File: src/bas_pkg.sv
// Shared types, constants and the step table for the accelerating speed adjust unit.
// No dependencies; used by every module in src.
`default_nettype none

package bas_pkg;

  localparam int TIME_BITS  = 32;
  localparam int SPEED_BITS = 16;
  localparam int CFG_BITS   = 16;
  localparam int STEP_BITS  = 7;

  localparam logic [SPEED_BITS-1:0] SPEED_RESET     = 16'd1;
  localparam logic [CFG_BITS-1:0]   INTERVAL_RESET  = 16'd500;
  localparam logic [CFG_BITS-1:0]   MAX_SPEED_RESET = 16'd65535;

  typedef enum logic [1:0] {
    REG_REPEAT_INTERVAL = 2'd0,
    REG_MAX_SPEED       = 2'd1,
    REG_START_SPEED     = 2'd2
  } reg_index_t;

  typedef enum logic [1:0] {
    MODE_IDLE = 2'd0,
    MODE_FAST = 2'd1,
    MODE_SLOW = 2'd2
  } mode_t;

  typedef struct packed {
    logic        fast_pressed;
    logic        slow_pressed;
    logic [31:0] now_ms;
  } in_item_t;

  typedef struct packed {
    logic [15:0] speed;
    logic [1:0]  button_mode;
  } out_item_t;

  typedef struct packed {
    logic [CFG_BITS-1:0] repeat_interval_ms;
    logic [CFG_BITS-1:0] max_speed;
  } cfg_t;

  localparam logic [STEP_BITS-1:0] STEP_TABLE [8] = '{
    7'd1, 7'd1, 7'd2, 7'd5, 7'd10, 7'd20, 7'd50, 7'd100
  };

  localparam logic [2:0] STEP_LAST = 3'd7;
  localparam logic [2:0] STEP_PRESS = 3'd1;

endpackage

`default_nettype wire

File: src/bas_cfg.sv
// Configuration register file for the speed adjust unit.
// Depends on bas_pkg.
`default_nettype none

module bas_cfg (
  input  wire logic                        clk,
  input  wire logic                        rst,
  input  wire logic                        cfg_we,
  input  wire logic [1:0]                  cfg_index,
  input  wire logic [bas_pkg::CFG_BITS-1:0] cfg_data,
  output bas_pkg::cfg_t                    cfg
);

  logic [bas_pkg::CFG_BITS-1:0] repeat_interval_ms;
  logic [bas_pkg::CFG_BITS-1:0] max_speed;

  // start speed is taken only at reset, where it is itself reset; a write is dropped
  always_ff @(posedge clk) begin
    if (rst) begin
      repeat_interval_ms <= bas_pkg::INTERVAL_RESET;
      max_speed          <= bas_pkg::MAX_SPEED_RESET;
    end else if (cfg_we) begin
      if (cfg_index == bas_pkg::REG_REPEAT_INTERVAL) begin
        repeat_interval_ms <= cfg_data;
      end
      if (cfg_index == bas_pkg::REG_MAX_SPEED) begin
        max_speed <= cfg_data;
      end
    end
  end

  assign cfg.repeat_interval_ms = repeat_interval_ms;
  assign cfg.max_speed          = max_speed;

endmodule

`default_nettype wire

File: src/bas_core.sv
// Button state machine, step index and saturating speed register.
// Depends on bas_pkg; driven one item per advance by the top level.
`default_nettype none

module bas_core (
  input  wire logic          clk,
  input  wire logic          rst,
  input  wire logic          advance,
  input  bas_pkg::in_item_t  item,
  input  bas_pkg::cfg_t      cfg,
  output bas_pkg::out_item_t result
);

  bas_pkg::mode_t                    state, state_next;
  logic [bas_pkg::TIME_BITS-1:0]     last_change_ms, last_change_ms_next;
  logic [2:0]                        step_index, step_index_next;
  logic [bas_pkg::SPEED_BITS-1:0]    speed_value, speed_value_next;

  logic [bas_pkg::TIME_BITS-1:0]     now_t;
  logic [bas_pkg::TIME_BITS-1:0]     elapsed;
  logic                              repeat_due;
  logic                              move_en;
  logic                              move_down;
  logic [bas_pkg::STEP_BITS-1:0]     amount;
  logic [bas_pkg::SPEED_BITS-1:0]    limit;
  logic signed [bas_pkg::SPEED_BITS+1:0] sum;
  logic [bas_pkg::SPEED_BITS-1:0]    moved;

  assign now_t      = bas_pkg::TIME_BITS'(item.now_ms);
  assign elapsed    = now_t - last_change_ms;
  assign repeat_due = elapsed > bas_pkg::TIME_BITS'(cfg.repeat_interval_ms);
  assign limit      = (cfg.max_speed == '0) ? bas_pkg::SPEED_BITS'(1) : cfg.max_speed;

  // saturating add or subtract, clamp to 1..limit
  always_comb begin
    sum = move_down
        ? $signed({2'b00, speed_value}) - $signed({11'd0, amount})
        : $signed({2'b00, speed_value}) + $signed({11'd0, amount});
    if (sum < 18'sd1) begin
      moved = bas_pkg::SPEED_BITS'(1);
    end else if (sum > $signed({2'b00, limit})) begin
      moved = limit;
    end else begin
      moved = sum[bas_pkg::SPEED_BITS-1:0];
    end
  end

  always_comb begin
    state_next          = state;
    last_change_ms_next = last_change_ms;
    step_index_next     = step_index;
    move_en             = 1'b0;
    move_down           = 1'b0;
    amount              = bas_pkg::STEP_TABLE[step_index];
    unique case (state)
      bas_pkg::MODE_IDLE: begin
        if (item.fast_pressed || item.slow_pressed) begin
          last_change_ms_next = now_t;
          step_index_next     = '0;
          move_en             = 1'b1;
          move_down           = !item.fast_pressed;
          amount              = bas_pkg::STEP_TABLE[bas_pkg::STEP_PRESS];
          state_next          = item.fast_pressed ? bas_pkg::MODE_FAST : bas_pkg::MODE_SLOW;
        end
      end
      bas_pkg::MODE_FAST, bas_pkg::MODE_SLOW: begin
        move_down = (state == bas_pkg::MODE_SLOW);
        if (!(move_down ? item.slow_pressed : item.fast_pressed)) begin
          state_next = bas_pkg::MODE_IDLE;
        end
        // the release poll still gets its repeat check
        if (repeat_due) begin
          move_en             = 1'b1;
          last_change_ms_next = now_t;
          if (step_index != bas_pkg::STEP_LAST) begin
            step_index_next = step_index + 3'd1;
          end
        end
      end
      default: begin
        state_next = bas_pkg::MODE_IDLE;
      end
    endcase
    speed_value_next = move_en ? moved : speed_value;
  end

  always_ff @(posedge clk) begin
    if (rst) begin
      state          <= bas_pkg::MODE_IDLE;
      last_change_ms <= '0;
      step_index     <= '0;
      speed_value    <= bas_pkg::SPEED_RESET;
    end else if (advance) begin
      state          <= state_next;
      last_change_ms <= last_change_ms_next;
      step_index     <= step_index_next;
      speed_value    <= speed_value_next;
    end
  end

  assign result.speed       = speed_value_next;
  assign result.button_mode = 2'(state_next);

`ifndef SYNTH
  a_speed_nonzero: assert property (@(posedge clk) disable iff (rst)
    speed_value != '0)
    else $error("speed register reached zero");

  a_hold_when_idle: assert property (@(posedge clk) disable iff (rst)
    !advance |=> $stable(speed_value) && $stable(step_index) && $stable(state))
    else $error("state changed without an item");

  a_step_monotonic: assert property (@(posedge clk) disable iff (rst)
    advance && state != bas_pkg::MODE_IDLE |=>
      step_index == $past(step_index) || step_index == $past(step_index) + 3'd1)
    else $error("step index jumped while held");
`endif

endmodule

`default_nettype wire

File: src/button_accelerating_speed_adjust_unit.sv
// Top level of the accelerating button speed adjust unit: input register, core, result register.
// Depends on bas_pkg, bas_cfg and bas_core.
//
//   channel  | handshake             | payload
//   ---------+-----------------------+------------------------------------------
//   in       | in_valid / in_ready   | in_item  (fast_pressed, slow_pressed, now_ms)
//   out      | out_valid / out_ready | out_item (speed, button_mode)
//   cfg      | cfg_we                | cfg_index, cfg_data (16 bits, no read-back)
//
// A result is registered: the item sits in the input register while the state update
// runs, and the result register loads when the item advances. One item per clock is
// sustained while the output is not stalled; the state update is a single add/clamp and
// a 32-bit compare. Reset clears the machine to idle with speed 1 and the valid flags and
// config registers to their defaults; the payload registers are not reset.
// A stalled output holds the result register and then the input register; the input
// side keeps accepting while either stage has room.
`default_nettype none

module button_accelerating_speed_adjust_unit (
  input  wire logic                         clk,
  input  wire logic                         rst,
  input  wire logic                         in_valid,
  output      logic                         in_ready,
  input  bas_pkg::in_item_t                 in_item,
  output      logic                         out_valid,
  input  wire logic                         out_ready,
  output bas_pkg::out_item_t                out_item,
  input  wire logic                         cfg_we,
  input  wire logic [1:0]                   cfg_index,
  input  wire logic [bas_pkg::CFG_BITS-1:0] cfg_data
);

  bas_pkg::cfg_t      cfg;
  bas_pkg::in_item_t  in_q;
  logic               in_valid_q;
  logic               advance;
  bas_pkg::out_item_t result;

  bas_cfg u_cfg (
    .clk       (clk),
    .rst       (rst),
    .cfg_we    (cfg_we),
    .cfg_index (cfg_index),
    .cfg_data  (cfg_data),
    .cfg       (cfg)
  );

  // advance the held item into the result register when that register is free
  assign advance  = in_valid_q && (!out_valid || out_ready);
  assign in_ready = !in_valid_q || advance;

  always_ff @(posedge clk) begin
    if (rst) begin
      in_valid_q <= 1'b0;
    end else if (in_ready) begin
      in_valid_q <= in_valid;
    end
  end

  // payload needs no reset; load only on acceptance
  always_ff @(posedge clk) begin
    if (in_valid && in_ready) begin
      in_q <= in_item;
    end
  end

  bas_core u_core (
    .clk     (clk),
    .rst     (rst),
    .advance (advance),
    .item    (in_q),
    .cfg     (cfg),
    .result  (result)
  );

  always_ff @(posedge clk) begin
    if (rst) begin
      out_valid <= 1'b0;
    end else if (advance) begin
      out_valid <= 1'b1;
    end else if (out_ready) begin
      out_valid <= 1'b0;
    end
  end

  always_ff @(posedge clk) begin
    if (advance) begin
      out_item <= result;
    end
  end

`ifndef SYNTH
  a_stall_holds_input: assert property (@(posedge clk) disable iff (rst)
    in_valid_q && !advance |=> in_valid_q && $stable(in_q))
    else $error("held item lost while stalled");

  a_ready_means_room: assert property (@(posedge clk) disable iff (rst)
    !in_ready |-> in_valid_q && out_valid && !out_ready)
    else $error("input stalled with room downstream");

  a_result_follows_advance: assert property (@(posedge clk) disable iff (rst)
    advance |=> out_valid)
    else $error("result not shown after advance");
`endif

endmodule

`default_nettype wire
File: config.mk
export PLATFORM = sky130hd
export DESIGN_NAME = button_accelerating_speed_adjust_unit
export DESIGN_NICKNAME = d
export VERILOG_FILES = /design/src/bas_pkg.sv /design/src/bas_cfg.sv /design/src/bas_core.sv /design/src/button_accelerating_speed_adjust_unit.sv
export SDC_FILE = /design/constraint.sdc
export NUM_CORES = 1
export LEC_CHECK = 0
export BUFFER_PORTS_ARGS = -buffer_cell sky130_fd_sc_hd__buf_2
export CORE_MARGIN = 2
export CORE_UTILIZATION = 30
export CTS_CLUSTER_SIZE = 12
export DETAILED_ROUTE_END_ITERATION = 7
export HOLD_SLACK_MARGIN = 0.08
export PLACE_DENSITY_LB_ADDON = 0.25
export SYNTH_ARGS = -nofsm -noshare
export SYNTH_HDL_FRONTEND = slang
export SYNTH_SLANG_ARGS = --single-unit
export TNS_END_PERCENT = 30
File: constraint.sdc
create_clock -name clk -period 7 [get_ports clk]
set_input_delay 0.35 -clock clk [delete_from_list [all_inputs] [get_ports clk]]
set_output_delay 0.35 -clock clk [all_outputs]
set_load 0.03 [all_outputs]
==> Yosys cells after proc, flatten, opt, wreduce, memory -nomap -nowiden <==
Memory sizes are Yosys's and may differ from the RTL's.
Index checks and enable logic that the tools add are counted.
{ "classes": {"n_addsub": 4, "mul": 0, "n_div": 0, "magnitude_cmp": 4, "eq_ne": 7, "shifts": 0, "n_mux": 28, "n_bitwise": 1, "n_reduce_logical": 18} }
{ "ops": {"columns": ["cell", "count"], "rows": [
  ["2-to-1 mux 16 bit", 4],
  ["2-to-1 mux 32 bit", 2],
  ["case mux 32 bit (2 select lines)", 1],
  ["greater-than comparator 32 x 16 -> 1 bit", 1],
  ["subtractor 32 bit", 1],
  ["2-to-1 mux 7 bit", 4],
  ["greater-than comparator 18 x 17 -> 1 bit", 1],
  ["< comparator 18 x 2 -> 1 bit (second input constant)", 1],
  ["2-to-1 mux 18 bit", 1],
  ["adder 16 x 7 -> 17 bit", 1],
  ["subtractor 16 x 7 -> 17 bit", 1],
  ["zero test 16 bit", 1],
  ["2-to-1 mux 3 bit", 3],
  ["2-to-1 mux 1 bit", 6],
  ["2-to-1 mux 2 bit", 3],
  ["!= test 2 x 1 -> 1 bit (second input constant)", 3],
  ["case mux 3 bit (2 select lines)", 1],
  ["AND reduction 5 bit", 1],
  ["equality test 2 x 1 -> 1 bit (second input constant)", 2],
  [">= comparator 4 bit (second input constant)", 1],
  ["zero test 2 bit", 2],
  ["NOT 3 -> 4 bit", 1],
  ["case mux 1 bit (2 select lines)", 2],
  ["case mux 2 bit (2 select lines)", 1],
  ["10 further kinds", 17]
]} }
{ "totals": {"register_bits": 139, "latchBits": 0, "mem_bits_rw": 0, "mem_bits_ro": 56, "input_bits": 57, "output_inout_bits": 20, "word_cells": 76, "memories": 1} }
{ "mem_list": {"columns": ["name", "depth", "width", "rd", "rd_clocked_by_memory_dff", "write_ports", "line", "text"], "rows": [
  ["(no name shown)", 8, 7, 1, 0, 0, "bas_core.sv:54", "amount = bas_pkg::STEP_TABLE[step_index];"]
]} }

==> Depth between registers and ports, before layout <==
{ "logic_depth": {"ltp_word": 12, "mapped_depth": 27, "depth_no_buf": 25} }

==> By module <==
Synthesis repeated with hierarchy kept, for this count alone.
{ "hier_totals": {"cells_unflattened": 1111, "hier_area_um2": 9865.7} }
{ "modules_own_cells": {"columns": ["mod", "instances", "cells_each", "area_per_inst_um2", "seq_area_each_um2"], "rows": [
  ["bas_core", 1, 915, 6877.8, 1061.0],
  ["button_accelerating_speed_adjust_unit", 1, 62, 1665.3, 1601.5],
  ["bas_cfg", 1, 134, 1322.5, 640.6]
]} }

==> Worst setup path before layout <==
OpenSTA, ideal clock, no wires.
{ "synth_path": {"path_kind": "flip-flop to flip-flop", "from": "register u_core.state[0]", "to": "register out_item[9] (netlist bit) (data pin)", "setup_time_ns": 0.257, "arrival_time_ns": 4.795, "t_required_ns": 6.743, "setup_slack_ns": 1.948, "stages_incl_launch_ff": 24, "n_path_buf": 2, "period_less_slack_ns": 5.052, "cell_sequence": "dfxtp_1 inv_1 ha_1 o21ai_0 and3_1 ha_1 buf_2 nor3_1 a2111oi_2 o21ai_0 a22oi_1 nand2b_1 xnor2_1 ha_1 a21o_1 a21oi_1 nor2b_1 o21ai_0 o21ai_0 o311a_1 a211oi_1 buf_4 mux2_2 a32o_1"} }
{ "synth_rtl": {"columns": ["item", "line", "text"], "rows": [
  ["start, declared", "bas_core.sv:14", "bas_pkg::mode_t state, state_next;"],
  ["start signal, assigned", "bas_core.sv:89", "state <= bas_pkg::MODE_IDLE;"],
  ["start signal, assigned", "bas_core.sv:94", "state <= state_next;"],
  ["end signal, assigned", "button_accelerating_speed_adjust_unit.sv:88", "out_item <= result;"],
  ["end, declared", "button_accelerating_speed_adjust_unit.sv:27", "output bas_pkg::out_item_t out_item,"]
]} }

==> flow_summary.ini <==
[run_status]
outcome = completed

[sta]
finalHoldViolations = 0
fmax_ghz = 0.167
drv_slew = 0
min_period_ns = 5.99
clock-skew-final_ns = 0.0101
finalSetupViolations = 0
finalCritPeriodShare_pct = 85.5
rsz0062_at_grt = no
maxSlewHeadroom_pct = 33.2
tns_ns = 0
tightestPinTransition_ns = 1.00

[global_routing]
grt_max_degree = 86
track_usage_pct = 15.4
grt_pass1_vias = 7724
antenna_found_initial = 1
overflow = 0
grt_pass1_wl_um = 40900

[yosys]
syn_nets = 1236
syn_area_um2 = 9650
syn_inst = 1090
yosysUniqueCellTypes = 80
syn_area_per_cell_um2 = 8.85
synth_warnings = 0
synthArstFlopShare_pct = 0
synth_ff_type = dfxtp_1
synth_edf_count = 52
ys_seq_area_share_pct = 34.2
ys_ff_latch = 139

[clocking]
cts_tree = done
cts_root_buf = clkbuf_16
numCtsBuffers = 17
cts.clk_slew.worst_paths_ns = 0.07
cts_setup_buffers = 0
clk-insertion-delay-late_ns = 0.44
clk_path_buf_depth = 2
clock-sinks = 139
h-tree-depth = 4

[floorplanning]
ioPinCount = 77
die_h_um = 183
die_area_um2 = 33600
start_util_pct = 30.5
die_x_um = 183
coreArea_um2 = 31600
rows = 65

[critical_path]
reg2reg_slack_ns = 1.01
critPathLaunchType = flop
critical-path-top-delay-family = compound AO/OA/AOI/OAI gates
criticalPathCategory = reg2reg
crit_path_max_fanout = 19
worstPathRequired_ns = 7.18
slowest_delay_ns = 0.52
crit_top_cell = o21ai_0
worst-path-buf-inv = 2
worstPathCellList = inv_1, ha_1, o21ai_0, and3_1, ha_1, nor3_1, a2111oi_2, o21ai_0, a22oi_1, nand2b_1, xnor2_1, ha_1, a21o_1, a21oi_1, nor2b_1, o21ai_0, o21ai_0, o311a_1, a211oi_2, buf_4, mux2_2, a32o_1
critical_path.slowest_cell = a2111oi_2
ff2ff_path_depth = 22
cp.arrival_ns = 6.17
end_kind = flop
r2r_start = u_core.state[1]
r2r_end = out_item[9]

[finish]
seq_area_um2 = 3300
num-nets-final = 1312
fillers = 3217
drive_gt1_share_pct = 12.1
area_delta_synth_final_pct = 16.3
multi_input_area_um2 = 5740
fin_area_um2 = 11200

[route]
drt_iter0_drc = 366
dr.pass1.iters = 5
post-route-drc-count = 0
ant_nets = 0
avgViaCountPerCell = 5.00
vias = 7906
wl_per_cell_um = 15.8
drt_wl_total_um = 25000

[power_and_ir_drop]
p_per_area_nw_per_um2 = 214
power_leakage_nw = 4.54
vdd_drop_max_mv = 0.173

[worst_hold_path]
worstHoldStart = in_item[23]
hold_path_end = in_q[23]
hold_path_depth = 1
min_path_type = in2reg

[flow_run]
maxCapViolations = 0

[place]
post-dp-hpwl_um = 18700
port-buffer-count = 76
place_area_um2 = 10300
gp_routability_congestion = 0.888
## state kept, by name (all words and copies together), names as in the netlist
name,flops
out_item,18
u_core.last_change_ms,32
u_core.speed_value,16
u_core.step_index,3
u_cfg.repeat_interval_ms,16
in_valid_q,1
in_q,34
u_cfg.max_speed,16
u_core.state,2
out_valid,1
## area by class of cell
| class | instances | share of cell area (%) |
|---|---|---|
| tap | 402 | 4.49 |
| timing repair buffer | 111 | 6.36 |
| antenna | 1 | 0.0223 |
| inverter | 93 | 3.11 |
| multi-input combinational | 804 | 51.1 |
| sequential | 139 | 29.5 |
| clock buffer | 22 | 4.81 |
| clock inverter | 10 | 0.614 |
## per-stage QoR
step	setup WS [ns]	hold slack (ns)	instances	util, %	total power, mW
global placement	1.17	0.445	1522	32.7	1.47
global route	0.519	0.0805	1582	35.4	2.54
CTS	1.02	0.0808	1580	35.4	2.43
floorplan	1.95	0.436	1090	-	1.34
detailed placement	1.08	0.452	1522	32.7	1.48
finish	1.01	0.0967	1582	35.4	2.40
## per-layer routing
metal / track usage (%) / vias up / share of wire [%]
met5: 0 / - / 0
met4: 4.54 / 0 / 1.3
met3: 2.52 / 16 / 2.8
met2: 26.4 / 123 / 48
met1: 19.8 / 3701 / 48
li1: - / 4066 / -
## worst max-delay path by stage
| stage | endpoint | from | depth (start not counted) |
|---|---|---|---|
| 2_1_floorplan | out_item[9] | u_core.state[0] | 23 |
| 3_3_place_gp | out_item[9] | u_core.state[1] | 22 |
| 3_5_place_dp | out_item[9] | u_core.state[1] | 22 |
| 4_1_cts | out_item[9] | u_core.state[1] | 22 |
| 5_1_grt | out_item[9] | u_core.state[1] | 22 |
| 6_report | out_item[9] | u_core.state[1] | 22 |
## synth_stat cells (all sizes together), types with 15 or more instances
| cell | number | area, µm² |
|---|---|---|
| o31ai | 16 | 125 |
| nand4 | 18 | 113 |
| o21ai | 57 | 289 |
| a21oi | 69 | 349 |
| nor2 | 69 | 259 |
| inv | 92 | 345 |
| mux2i | 49 | 490 |
| nand2 | 83 | 314 |
| nand2b | 76 | 475 |
| nand3 | 17 | 85.1 |
| ha | 86 | 1080 |
| edfxtp | 52 | 1560 |
| xnor2 | 24 | 210 |
| clkbuf | 31 | 116 |
| buf | 23 | 163 |
| nor2b | 25 | 156 |
| a21o | 15 | 113 |
| o41ai | 16 | 140 |
| dfxtp | 87 | 1740 |
| a211o | 25 | 219 |
## placed cells by master, fill, tap and decap left out, drive strengths merged, types with 27 or more instances in the layout
cell type	synthesis	final
inv	92	97
dfxtp	87	87
ha	86	86
buf	23	84
nand2	83	83
nand2b	76	76
nor2	69	69
a21oi	69	69
o21ai	57	57
edfxtp	52	52
mux2i	49	49
dlygate4sd3	0	27
## logic make-up after synthesis
| family | after synthesis | share of synthesized area [%] |
|---|---|---|
| AOI/OAI and AO/OA | 277 | 19.8 |
| xor gates and xnor gates | 36 | 3.27 |
| adders and majority gates | 89 | 11.8 |
| buffers and inverters | 147 | 6.51 |
| DFF | 139 | 34.2 |
| muxes | 54 | 5.67 |
| and+or+nand+nor | 348 | 18.8 |
## timing repair
item	in CTS	in global routing
hold buffers	26	1
endpoints found under the hold margin	26	1
gates resized for setup	0	0
## worst register-to-register path, cell delays in order, from the launching register on
cell       delay (ns)
dfxtp_1          0.37
inv_1            0.08
ha_1             0.27
o21ai_0          0.26
and3_1           0.28
ha_1             0.50
nor3_1           0.10
a2111oi_2        0.52
o21ai_0          0.18
a22oi_1          0.31
nand2b_1         0.12
xnor2_1          0.28
ha_1             0.30
a21o_1           0.18
a21oi_1          0.14
nor2b_1          0.06
o21ai_0          0.12
o21ai_0          0.12
o311a_1          0.36
a211oi_2         0.19
buf_4            0.33
mux2_2           0.40
a32o_1           0.26
## power by group
part | internal, mW | switching, mW
clock network | 0.549 | 0.383
logic | 0.218 | 0.338
registers | 0.887 | 0.0294
total | 1.65 | 0.750
No activity file was read; power rests on OpenSTA's default activity.
